## src/rtl/m3i_pkg.sv

```systemverilog
// ----------------------------------------------------------------------------
// m3i_pkg
// shared widths, types and constants for the 3x3 matrix inverse
// ----------------------------------------------------------------------------
package m3i_pkg;

  localparam int FRAC_BITS  = 16;
  localparam int ELEM_WIDTH = 32;

  localparam int EW = ELEM_WIDTH;
  localparam int PW = 2 * EW;           // element product
  localparam int CW = PW + 1;           // cofactor
  localparam int DW = 3 * EW + 3;       // determinant
  localparam int NSH = 2 * FRAC_BITS + 1;
  localparam int NW = ((CW + NSH > DW) ? (CW + NSH) : DW) + 1;  // dividend
  localparam int QB = EW;               // quotient bits kept
  localparam int FRONT_LAT = 5;
  localparam int LANE_LAT  = QB + 1;
  localparam int DATA_W = ((9 * EW + 7) / 8) * 8;

  typedef logic signed [EW-1:0] elem_t;
  typedef logic signed [CW-1:0] cof_t;
  typedef logic signed [DW-1:0] det_t;

  typedef struct packed {
    logic          neg;
    logic          big;
    logic [QB-1:0] q;
  } quo_t;

  localparam logic ONE_OVF = (FRAC_BITS >= EW - 1);
  localparam elem_t ONE_VAL = ONE_OVF ? elem_t'({1'b0, {(EW-1){1'b1}}})
                                      : elem_t'(64'(1) << FRAC_BITS);

endpackage

```

## src/rtl/m3i_merge.sv

```systemverilog
// ----------------------------------------------------------------------------
// m3i_merge
// saturates quotients, identity if singular, flags into output register
// ----------------------------------------------------------------------------
module m3i_merge import m3i_pkg::*; (
  input  logic  clk,
  input  logic  en,
  input  quo_t  quo [9],
  input  logic  sing_in,
  output elem_t r [9],
  output logic  singular,
  output logic  overflow
);

  localparam logic [QB-1:0] LIM_POS = QB'({1'b0, {(EW-1){1'b1}}});
  localparam logic [QB-1:0] LIM_NEG = QB'({1'b1, {(EW-1){1'b0}}});

  elem_t r_next [9];
  logic  ovf_next;

  always_comb begin
    logic [QB-1:0] lim;
    logic [QB-1:0] mag;
    logic          sat;
    ovf_next = 1'b0;
    for (int k = 0; k < 9; k++) begin
      lim = quo[k].neg ? LIM_NEG : LIM_POS;
      sat = quo[k].big || (quo[k].q > lim);
      mag = sat ? lim : quo[k].q;
      r_next[k] = quo[k].neg ? elem_t'(-mag) : elem_t'(mag);
      ovf_next  = ovf_next | sat;
      if (sing_in) begin
        r_next[k] = (k % 4 == 0) ? ONE_VAL : '0;
      end
    end
    if (sing_in) begin
      ovf_next = ONE_OVF;
    end
  end

  always_ff @(posedge clk) begin
    if (en) begin
      r        <= r_next;
      singular <= sing_in;
      overflow <= ovf_next;
    end
  end

endmodule

```

## config.mk

```make
export PLATFORM = sky130hd
export DESIGN_NAME = m3i_merge
export DESIGN_NICKNAME = d
export VERILOG_FILES = /design/src/rtl/m3i_pkg.sv /design/src/rtl/m3i_merge.sv
export SDC_FILE = /design/constraint.sdc
export NUM_CORES = 1
export LEC_CHECK = 0
export BUFFER_PORTS_ARGS = -buffer_cell sky130_fd_sc_hd__buf_4
export CAP_MARGIN = 20
export CORE_AREA = 2 2 235 237
export DETAILED_ROUTE_END_ITERATION = 16
export DIE_AREA = 0 0 237 239
export PLACE_DENSITY = 0.74
export SYNTH_ARGS = -nofsm -noshare
export SYNTH_HDL_FRONTEND = slang
export SYNTH_SLANG_ARGS = --single-unit
```

## constraint.sdc

```tcl
create_clock -name clk -period 7.1 [get_ports clk]
set_input_delay 1.065 -clock clk [delete_from_list [all_inputs] [get_ports clk]]
set_output_delay 1.065 -clock clk [all_outputs]
set_load 0.005 [all_outputs]
```

After elaboration in Yosys (flattened, before gate mapping)
Index checks and enable logic that the tools add are counted.

storage, ports and cells
  bits in registers = 290
  input bits = 309
  output and inout port bits = 290
  word-level logic and storage cells = 73

operators by class
  add/sub/neg operators = 9
  $lt $le $gt $ge = 9
  multiplexer cells = 27
  bitwise operators = 8
  reduce and logical (&&, ||, !) cells = 9

operators with widths
  cell                            number
  2-to-1 mux 32 bit               27
  greater-than comparator 32 bit  9
  negator 32 bit                  9
  logical OR 1 bit                9
  bitwise OR 1 bit                8

Depth between registers and ports, before layout
  depth in word-level cells = 11
  gate-level depth with buffers = 21

Least setup slack after synthesis
OpenSTA, ideal clock, no wires.

  path kind = input -> register
  start = in quo[203] (netlist name)
  end = reg r[186] (netlist name) (data pin)
  setup time = 0.132 ns
  arrival = 5.649 ns
  data required time = 6.968 ns
  slack = 1.319 ns
  cell stages on the path = 20
  cells stage by stage = inv_1 clkbuf_1 clkbuf_1 ha_1 nand4_1 or4_1 a311o_1 and3_1 clkbuf_1 clkbuf_1 clkbuf_1 a21oi_1 ha_1 inv_1 or3_1 nand2b_1 or4_1 o211a_1 o21ai_0 o311a_1

on the way
  word-level cells in the longest chain between the ends = 6

ends and longest elaborated chain
  what                            RTL line         RTL
  start: declaration              m3i_merge.sv:8   input quo_t quo [9],
  2-to-1 mux 32 bit               m3i_merge.sv:27  lim = quo[k].neg ? LIM_NEG : LIM_POS;
  greater-than comparator 32 bit  m3i_merge.sv:28  sat = quo[k].big || (quo[k].q > lim);
  logical OR 1 bit                m3i_merge.sv:28
  2-to-1 mux 32 bit               m3i_merge.sv:29  mag = sat ? lim : quo[k].q;
  negator 32 bit                  m3i_merge.sv:30  r_next[k] = quo[k].neg ? elem_t'(-mag) : elem_t'(mag);
  2-to-1 mux 32 bit (*)           m3i_merge.sv:30
  end signal: assignment          m3i_merge.sv:43  r <= r_next;
  end: declaration                m3i_merge.sv:10  output elem_t r [9],

Mark *: on every way between the ends. The rest lies on a longest branch, timed or not.
A chain may end at the register's enable or synchronous reset.

Worst setup path in the final report
  start = in quo[271] (netlist name)
  end = reg r[236] (netlist name) (data pin)

The elaborated chain is that of the path after synthesis.

==> run metrics <==
Hold Path Sink=r[282]$_SDFFCE_PP0P_; core area=0.0543 mm²; CTS tree=built; htree depth=2; CTS Sinks=290; placed cell area=0.0316 mm²; drt via density=6.16; TritonCTS buffer count=38; Hold-fix buffers, CTS=0; RSZ-0062 raised after global routing=false; P_int=3.98 mW; Logic pwr share=28.0%; switching component of the power=1.79 mW; Detailed Place HPWL=65800 µm; Distinct cells, synth=80; Worst Setup SP=quo[271]; drc violations=0; Die Wd=237 µm; Main synth FF type=edfxtp_1; Leak=13.1 nW; FMAX=0.180 GHz; DP Cell Count=4314; WS Path Type=primary input to register; drt first pass iters=6; max cap viols=0; clock share of power=34.9%; FP Rows=86; DR iter-0 viols=2183; Setup TNS=0 ns; CTS clk-pin slew, worst paths=0.06 ns; GP Congestion=0.945; cell area power density=175 mW/mm²; Post-Layout Cell Count=4398; ys async rst share=0%; Yosys Warn Count=0; period utilization=78.0%; number of global-route vias before repair=24100; Routed WL per cell=20.3 µm; Ports=599; Synth Register Bits=290; crit path DAT=5.82 ns; hold path cells=2; largest net degree at the start of global routing=190; Gates resized, CTS repair=0; type of the worst min-delay path=primary input to register; Post-Synthesis Cells=3163; Synth Cell Area=0.0267 mm²; switch share=31.0%; CP Capture Type=register; Port-buffer cells=598; area of the die=0.0566 mm²; Worst Path Max Fanout=31; Least-Margin Pin Slew=1.01 ns; total congestion overflow=0; Final Hold Violating Endpoints=0; most frequent cells in the layout=buf_4, nor2_1, ha_1; Die Height=239 µm; CTS max path bufs=3; GRT Resource Usage Total=30.2%; slew margin rel.=32.5%; register area share after synthesis=32.7%; EDFF count, synth=290; outcome=completed; Initial Utilization=49.0%; hold path startpoint=quo[298]; routed vias=27100; Worst Setup Start Kind=primary input; VDD IR max=0.000166 V; antenna violation net count after detailed routing=0; share of layout cells above drive strength 1=20.3%; Post-Route WL=89200 µm; Finished Cell Area=0.0330 mm²; Synth Net Count=3769; clk root buf=clkbuf_16; Max Slew Vio Count=0; initial antenna violation count=25; nets@finish=4258; Setup Viol. Count Final=0; first-pass GRT wire length=137000 µm; Sequential Power Share=37.2%; Synth Area per Inst=8.43 µm²; post-CTS setup buffers=0; Period minus WS final=5.54 ns; most common cell after layout, fill and taps aside=buf_4; worst path required time=7.38 ns; post-synthesis to final-layout area growth=23.6%
==> registers in the layout, indices dropped and copies added, names as in the netlist <==
signal / count
r: 288
singular: 1
overflow: 1
==> worst max-delay path: stages <==
cell and delay (ns):
buf_4 0.29, inv_1 0.41, ha_1 0.44, nand4_1 0.13, or4_1 0.56, o21bai_1 0.22, o22ai_1 0.11, or3_2 0.63
o21ai_0 0.31, ha_1 0.20, buf_4 0.21, nand2_1 0.11, or4_1 0.45, or3_1 0.34, a211oi_1 0.24, a211oi_1 0.07
==> stage by stage <==
step           hold slack (ns)  total power, mW  util, %  setup slack, ns
6_report                 0.841             5.76     60.6             1.56
5_1_grt                  0.826             6.04     60.6             1.23
4_1_cts                  0.812             5.78     60.6             1.64
3_5_place_dp              1.42             3.76     58.2             1.04
3_3_place_gp              1.42             3.74     58.2             1.20
2_1_floorplan             1.16             2.96        -             1.32
==> cells in the mapped netlist, types with 51 or more instances <==
cell type / count / area share, %
clkbuf_1: 172 / 2.4
nor2_1: 447 / 6.3
mux2i_1: 67 / 2.5
nand3_1: 81 / 1.5
a21oi_1: 294 / 5.5
nor4_1: 51 / 1.2
nand2_1: 239 / 3.4
o21ai_0: 206 / 3.9
o22a_1: 75 / 2.5
inv_1: 69 / 0.97
nand4_1: 83 / 1.9
nor3_1: 163 / 3.1
edfxtp_1: 290 / 33
a211oi_1: 74 / 2.1
ha_1: 297 / 14
==> layout make-up <==
type	instances	area, µm²
tap	704	881
timing repair buffer	633	4790
inverter	74	278
clock buffer	41	962
sequential	290	8710
fill	4835	21400
multi-input combinational	2615	17000
clock inverter	28	309
antenna	13	32.5
==> routing by layer <==
layer	wire, µm	part of all wire [%]	global-route usage, %
met3	8260	9.3	7.79
met2	41100	46	47.8
met5	183	0.21	0
met1	36800	41	39.8
met4	2910	3.3	10.9
==> worst max path at each step <==
stage / to / slack, ns / cells past startpoint
after floorplan: r[186]$_SDFFCE_PP0P_ / 1.32 / 20
after global routing: r[236]$_SDFFCE_PP0P_ / 1.23 / 16
final: r[236]$_SDFFCE_PP0P_ / 1.56 / 16
after global placement: r[186]$_SDFFCE_PP0P_ / 1.20 / 19
after detailed placement: r[236]$_SDFFCE_PP0P_ / 1.04 / 16
after CTS: r[236]$_SDFFCE_PP0P_ / 1.64 / 16
==> cells by family (layout without fill, tap and decap cells) <==
| kind of cell | Yosys count | in the layout | share of synthesized area, % |
|---|---|---|---|
| compound gates | 929 | 929 | 22.5 |
| mux | 84 | 84 | 3.23 |
| xor+xnor | 25 | 25 | 0.822 |
| simple gates | 1280 | 1280 | 23.2 |
| flops | 290 | 290 | 32.7 |
| fa+ha+maj | 297 | 297 | 13.9 |
| buf+inv | 258 | 776 | 3.67 |
| other cells | 0 | 13 | 0 |
==> power groups by stage <==
stage / combinational (mW) / clock, mW / sequential [mW]
after detailed placement: 1.59 / 0 / 2.17
after global placement: 1.57 / 0 / 2.17
after floorplan: 0.776 / 0 / 2.18
after CTS: 1.60 / 2.04 / 2.14
final: 1.61 / 2.01 / 2.14
after global routing: 1.78 / 2.11 / 2.15
No activity file was read; power rests on OpenSTA's default activity.
